## src/rtl/core/hexesc_pkg.sv

```systemverilog
package hexesc_pkg;

  localparam logic [7:0] DotChar        = 8'h2e;
  localparam logic [7:0] UnderscoreChar = 8'h5f;

  typedef enum logic {
    OpEncode = 1'b0,
    OpDecode = 1'b1
  } op_e;

  typedef enum logic [2:0] {
    PhIdle = 3'b001,
    PhHigh = 3'b010,
    PhLow  = 3'b100
  } phase_e;

  function automatic logic is_plain(input logic [7:0] c);
    return (c >= 8'h61 && c <= 8'h7a) || (c >= 8'h41 && c <= 8'h5a) ||
           (c >= 8'h30 && c <= 8'h39) || (c == UnderscoreChar);
  endfunction

  // lowercase hex digit for one nibble
  function automatic logic [7:0] hex_digit(input logic [3:0] nib);
    logic [7:0] wide;
    wide = {4'h0, nib};
    return (nib < 4'd10) ? (8'h30 + wide) : (8'h57 + wide);
  endfunction

  // {ok, value} for an upper or lower case hex digit
  function automatic logic [4:0] hex_value(input logic [7:0] c);
    logic [7:0] v;
    logic       ok;
    v  = 8'h00;
    ok = 1'b0;
    if (c >= 8'h30 && c <= 8'h39) begin
      v  = c - 8'h30;
      ok = 1'b1;
    end else if (c >= 8'h61 && c <= 8'h66) begin
      v  = c - 8'h57;
      ok = 1'b1;
    end else if (c >= 8'h41 && c <= 8'h46) begin
      v  = c - 8'h37;
      ok = 1'b1;
    end
    return {ok, v[3:0]};
  endfunction

endpackage

```

## src/rtl/core/hex_escape_codec_unit.sv

```systemverilog
// Dot-hex escape codec for a byte stream. Each input transaction carries one byte, an
// encode/decode tag and an end-of-string flag; each output transaction carries one result.
// Encoding a letter, digit or underscore, and decoding any byte, yields at most one result,
// so such items stream at one per cycle unless the output stalls; encoding any other byte
// gives a dot and two lowercase hex digits in turn from the single output register, which
// emits one result a cycle unless stalled. Decode errors are sticky until the end of the
// string and are reported on its final result.
module hex_escape_codec_unit
  import hexesc_pkg::*;
(
  input  logic       clk_i,
  input  logic       rst_ni,
  input  logic       in_valid_i,
  output logic       in_stall_o,
  input  logic       in_operation_i,
  input  logic [7:0] in_data_byte_i,
  input  logic       in_end_of_string_i,
  output logic       out_valid_o,
  input  logic       out_stall_i,
  output logic [7:0] out_byte_o,
  output logic       out_byte_valid_o,
  output logic       out_error_o,
  output logic       out_run_last_o,
  output logic       out_string_done_o
);

  logic       work_valid_q;
  op_e        work_op_q;
  logic [7:0] work_byte_q;
  logic       work_eos_q;
  logic [1:0] idx_q;

  phase_e     phase_q;
  logic [3:0] nib_q;
  logic       err_q;

  logic       out_valid_q;
  logic [7:0] out_byte_q;
  logic       out_bvalid_q;
  logic       out_err_q;
  logic       out_last_q;
  logic       out_done_q;

  logic       dec_have;
  logic [7:0] dec_b;
  phase_e     dec_phase;
  logic [3:0] dec_nib;
  logic       dec_err;
  logic [4:0] hv;

  logic       has_res;
  logic       res_final;
  logic [7:0] res_byte;
  logic       res_bvalid;
  logic       res_err;
  logic       res_last;
  logic       res_done;

  logic       out_ready;
  logic       step;
  logic       retire;
  logic       out_load;
  logic       in_accept;

  assign hv = hex_value(work_byte_q);

  always_comb begin
    dec_have  = 1'b0;
    dec_b     = 8'h00;
    dec_phase = phase_q;
    dec_nib   = nib_q;
    dec_err   = err_q;
    if (!err_q) begin
      unique case (phase_q)
        PhHigh: begin
          if (hv[4]) begin
            dec_nib   = hv[3:0];
            dec_phase = PhLow;
          end else begin
            dec_err = 1'b1;
          end
        end
        PhLow: begin
          if (hv[4]) begin
            dec_b     = {nib_q, hv[3:0]};
            dec_have  = 1'b1;
            dec_phase = PhIdle;
          end else begin
            dec_err = 1'b1;
          end
        end
        default: begin
          dec_phase = PhIdle;
          if (is_plain(work_byte_q)) begin
            dec_b    = work_byte_q;
            dec_have = 1'b1;
          end else if (work_byte_q == DotChar) begin
            dec_phase = PhHigh;
          end else begin
            dec_err = 1'b1;
          end
        end
      endcase
    end
    // escape cut off by the end of the string
    if (work_eos_q && dec_phase != PhIdle) begin
      dec_err = 1'b1;
    end
  end

  always_comb begin
    has_res    = 1'b0;
    res_final  = 1'b1;
    res_byte   = 8'h00;
    res_bvalid = 1'b0;
    res_err    = 1'b0;
    res_last   = 1'b0;
    res_done   = 1'b0;
    unique case (work_op_q)
      OpEncode: begin
        has_res    = 1'b1;
        res_bvalid = 1'b1;
        if (is_plain(work_byte_q)) begin
          res_byte = work_byte_q;
          res_last = 1'b1;
          res_done = work_eos_q;
        end else begin
          unique case (idx_q)
            2'd0: begin
              res_byte  = DotChar;
              res_final = 1'b0;
            end
            2'd1: begin
              res_byte  = hex_digit(work_byte_q[7:4]);
              res_final = 1'b0;
            end
            default: begin
              res_byte = hex_digit(work_byte_q[3:0]);
              res_last = 1'b1;
              res_done = work_eos_q;
            end
          endcase
        end
      end
      default: begin
        has_res    = dec_have || work_eos_q;
        res_byte   = dec_b;
        res_bvalid = dec_have;
        res_err    = work_eos_q && dec_err;
        res_last   = 1'b1;
        res_done   = work_eos_q;
      end
    endcase
  end

  assign out_ready  = !out_valid_q || !out_stall_i;
  assign step       = work_valid_q && (!has_res || out_ready);
  assign retire     = step && res_final;
  assign out_load   = step && has_res;
  assign in_stall_o = work_valid_q && !retire;
  assign in_accept  = in_valid_i && !in_stall_o;

  always_ff @(posedge clk_i or negedge rst_ni) begin
    if (!rst_ni) begin
      work_valid_q <= 1'b0;
      idx_q        <= 2'd0;
      phase_q      <= PhIdle;
      nib_q        <= 4'h0;
      err_q        <= 1'b0;
      out_valid_q  <= 1'b0;
    end else begin
      if (in_accept) begin
        work_valid_q <= 1'b1;
      end else if (retire) begin
        work_valid_q <= 1'b0;
      end
      if (retire) begin
        idx_q <= 2'd0;
        if (work_eos_q) begin
          phase_q <= PhIdle;
          nib_q   <= 4'h0;
          err_q   <= 1'b0;
        end else if (work_op_q == OpDecode) begin
          phase_q <= dec_phase;
          nib_q   <= dec_nib;
          err_q   <= dec_err;
        end
      end else if (step) begin
        idx_q <= idx_q + 2'd1;
      end
      if (out_load) begin
        out_valid_q <= 1'b1;
      end else if (!out_stall_i) begin
        out_valid_q <= 1'b0;
      end
    end
  end

  always_ff @(posedge clk_i) begin
    if (in_accept) begin
      work_op_q   <= op_e'(in_operation_i);
      work_byte_q <= in_data_byte_i;
      work_eos_q  <= in_end_of_string_i;
    end
    if (out_load) begin
      out_byte_q   <= res_byte;
      out_bvalid_q <= res_bvalid;
      out_err_q    <= res_err;
      out_last_q   <= res_last;
      out_done_q   <= res_done;
    end
  end

  assign out_valid_o       = out_valid_q;
  assign out_byte_o        = out_byte_q;
  assign out_byte_valid_o  = out_bvalid_q;
  assign out_error_o       = out_err_q;
  assign out_run_last_o    = out_last_q;
  assign out_string_done_o = out_done_q;

endmodule

```

## config.mk

```make
export PLATFORM = sky130hd
export DESIGN_NAME = hex_escape_codec_unit
export DESIGN_NICKNAME = d
export VERILOG_FILES = /design/src/rtl/core/hexesc_pkg.sv /design/src/rtl/core/hex_escape_codec_unit.sv
export SDC_FILE = /design/constraint.sdc
export NUM_CORES = 1
export LEC_CHECK = 0
export ABC_AREA = 1
export BUFFER_PORTS_ARGS = -buffer_cell sky130_fd_sc_hd__buf_2
export CORE_MARGIN = 4
export CORE_UTILIZATION = 41
export CTS_CLUSTER_SIZE = 12
export DETAILED_ROUTE_END_ITERATION = 12
export GPL_TIMING_DRIVEN = 0
export PLACE_DENSITY = 0.68
export SLEW_MARGIN = 40
export SYNTH_ARGS = -nofsm -noshare
export SYNTH_HDL_FRONTEND = slang
export SYNTH_SLANG_ARGS = --single-unit
export TNS_END_PERCENT = 5
```

## constraint.sdc

```tcl
create_clock -name clk_i -period 3.33 [get_ports clk_i]
set_input_delay 0.333 -clock clk_i [delete_from_list [all_inputs] [get_ports clk_i]]
set_output_delay 0.333 -clock clk_i [all_outputs]
set_load 0.05 [all_outputs]
```

==> results.yml <==
floorplan:
  io-pin-count: 28
  fp.dieW_um: 83.8
  die_span_in_y_um: 83.8
  placeable_area_um2: 5540
  std_cell_rows: 27
  full_die_area_um2: 7030
  initial_standard_cell_utilization_of_the_core: 0.425
sta:
  worst_slew_margin_rel: 0.699
  fmax_mhz: 318
  worstMarginPinSlew_ns: 0.452
  finalHoldViolCount: 0
  worst_hold_slack_ns: 0.229
  finClkSkew_ns: 0.00509
  final.period_utilization: 0.943
  period_minus_slack_ns: 3.14
  fin_ws_ns: 0.188
  setup-violations-final: 0
  fin_setup_tns_ns: 0
  slew_viol_final: 0
finish:
  layout.cells.most_common: "sky130_fd_sc_hd__nand2_1"
  post_route_cells_drive_above_1_share: 0.215
  postLayoutCellArea_um2: 2750
  syn2layout_area_growth_pct: 16.6
  layout.cells.most_common_list: "78 x sky130_fd_sc_hd__nand2_1, 35 x sky130_fd_sc_hd__inv_1, 30 x sky130_fd_sc_hd__nor2_1, 27 x sky130_fd_sc_hd__buf_2, 22 x sky130_fd_sc_hd__edfxtp_1"
  filler_cell_count: 536
  nets: 368
  antennaDiodeCount: 0
clocking:
  total_number_of_h_tree_levels: 2
  worst_skew_pair.late_latency_ns: 0.28
  ctsRootBufferMaster: "sky130_fd_sc_hd__clkbuf_8"
  cts_tree: "built"
  clk_path_buf_depth: 2
  cts_num_sinks: 34
  cts-buffers-inserted: 5
  worst_setup_hold_path_clk_slew_ns: 0.06
worst_hold_path:
  worst_hold_path.endpoint: "work_byte_q[7]"
  timing.hold.worst_path_depth: 1
  worst_hold_path_type: "in2reg"
  hold_path_startpoint: "in_data_byte_i[7]"
placed_design:
  preCtsSetupSlack_ns: -0.0318
  dp_hpwl_mm: 4.25
  dpl_cell_area_um2: 2580
  placement.io_buffers: 27
  gp_routability_congestion: 0.943
worst_setup_path:
  worstPathCellList: "inv_4 -> ha_1 -> inv_1 -> nor2_2 -> nand2_1 -> nand3_1 -> nand2_1 -> nand2_1 -> nand3_4 -> nand2_2 -> nand2_2 -> nand3_2 -> nand2_2 -> nand2_2 -> nand2_1 -> nor2_2 -> nor2_2 -> clkbuf_4"
  rr_worst_depth: 17
  crit_fanout: 7
  crit_end_category: "primary output"
  worstReg2RegStart: "work_byte_q[0]"
  critPathSlowestCell: "sky130_fd_sc_hd__edfxtp_1"
  cp-start-kind: "flip-flop"
  r2r-end: "out_byte_o[3]"
  worstPathArrival_ns: 2.81
  cp_data_required_time_ns: 3.00
  path_class: "reg2out"
  r2r_slack_ns: 0.29
  max_stage_delay_ns: 0.49
routing:
  wirelength_mm: 5.54
  first_pass_drt_iterations: 4
  final_antenna_net_count: 0
  detail_route.vias_per_cell: 5.15
  routed-via-count: 2143
  post-route-drc-count: 0
  number_of_drc_violations_after_detailed_routing_iteration_0: 264
  wire_per_inst_um: 13.3
global_route:
  grt_usage: 0.161
  grt_pass1_vias: 1972
  grt_start_max_net_pins: 13
  globalRouteOverflowTotal: 0
  grt_first_pass_wirelength_mm: 9.29
  number_of_antenna_violations_at_the_first_check_in_global_routing: 0
yosys:
  synthesis.area_per_instance_um2: 7.86
  synth_top_flop_cell: "sky130_fd_sc_hd__edfxtp_1"
  netlist_area_um2: 2360
  yosys_warnings: 0
  ys_seq_area_frac: 0.408
  synth_edf_count: 22
  postSynthNetCount: 325
  ys_seq_elements: 34
  postSynth.asyncResetShare: 0.353
  post_synth_inst_count: 300
  distinct_cell_type_count_of_the_synthesized_netlist: 37
power_and_ir_drop:
  pwr_density_cell_nw_per_um2: 855
  peak_supply_drop_v: 0.000461
  pnr_total_power_uw: 2350
  cellLeakagePower_uw: 0.00131
job:
  maxCapViolations: 0
run_status:
  status: "completed"
-- critical path: cells and delay by family, from the launching register on --
kind                       cells  cell delay, ns
adders and majority gates      1            0.22
and+or+nand+nor               14            1.39
DFF                            1            0.49
buffers and inverters          3            0.42
-- report_power, final --
part           switching [uW]  internal (uW)  total [uW]
logic                     955            381        1340
clock network             129            148         277
registers                79.1            659         738
total                    1160           1190        2350
-- metrics by stage --
stage | util | instances
final | 0.496 | 416
after global routing | 0.496 | 416
after CTS | 0.483 | 408
after detailed placement | 0.466 | 399
after global placement | 0.466 | 399
after floorplan | - | 300
-- cells in the mapped netlist, types with 4 or more instances --
library cell,number,share of area
sky130_fd_sc_hd__a21oi_1,9,0.019
sky130_fd_sc_hd__dfrtp_1,11,0.12
sky130_fd_sc_hd__edfxtp_1,22,0.28
sky130_fd_sc_hd__ha_1,11,0.058
sky130_fd_sc_hd__inv_1,36,0.057
sky130_fd_sc_hd__inv_2,5,0.0080
sky130_fd_sc_hd__nand2_1,78,0.12
sky130_fd_sc_hd__nand2_2,8,0.021
sky130_fd_sc_hd__nand3_1,11,0.023
sky130_fd_sc_hd__nand4_1,11,0.029
sky130_fd_sc_hd__nor2_1,31,0.049
sky130_fd_sc_hd__nor2_2,5,0.013
sky130_fd_sc_hd__nor3_1,4,0.0085
sky130_fd_sc_hd__o211ai_1,5,0.016
sky130_fd_sc_hd__o21ai_0,14,0.030
sky130_fd_sc_hd__o21ai_1,5,0.011
-- metal layers --
layer | up-vias | part of all wire | global-route usage
li1 | 1094 | - | -
met3 | 6 | 0.065 | 0.0385
met4 | 0 | 0.0096 | 0.0365
met1 | 977 | 0.47 | 0.225
met5 | - | 0 | 0
met2 | 66 | 0.46 | 0.254
-- how the worst max path moves through the flow --
stage          slack [ns]        endpoint  depth (start not counted)            from
2_1_floorplan        0.47  work_byte_q[0]                         18  work_byte_q[0]
3_5_place_dp        -0.03  work_byte_q[7]                         18  work_byte_q[0]
6_report             0.19      in_stall_o                         18  work_byte_q[0]
4_1_cts              0.07      in_stall_o                         18  work_byte_q[0]
3_3_place_gp       -0.006  work_byte_q[7]                         18  work_byte_q[0]
5_1_grt            -0.005      in_stall_o                         18  work_byte_q[0]
-- cell type report --
| cell class | instances | area, um^2 | share of cell area |
|---|---|---|---|
| Tap cell | 72 | 90.1 | 0.0328 |
| Clock buffer | 8 | 80.1 | 0.0291 |
| Timing Repair Buffer | 36 | 208 | 0.0756 |
| Buffer | 7 | 53.8 | 0.0196 |
| Sequential cell | 34 | 962 | 0.350 |
| Inverter | 41 | 156 | 0.0569 |
| Multi-Input combinational cell | 218 | 1200 | 0.436 |
-- flip-flops by register name, indices dropped and copies added, names as in the netlist, 2 cells and up --
signal / cells
idx_q: 2
nib_q: 4
work_byte_q: 8
phase_q: 3
out_byte_o: 8
-- cell families (layout without fill, tap and decap cells) --
group,count (synthesis),count (layout),synth area share
AND/OR/NAND/NOR,157,157,0.307
XOR/XNOR,3,3,0.0111
flip-flops,34,34,0.408
AO/OA/AOI/OAI,47,47,0.127
adder cells (fa/ha/maj),11,11,0.0584
buffers and inverters,48,92,0.0881
-- what timing repair did --
item | 4_1_cts | 5_1_grt
endpoints found under the setup margin | 10 | 23
buffers inserted | 0 | 8
hold buffers | 1 | 0
resized for setup | 1 | 4
endpoints found under the hold margin | 11 | 0
No activity file was read; power rests on OpenSTA's default activity.
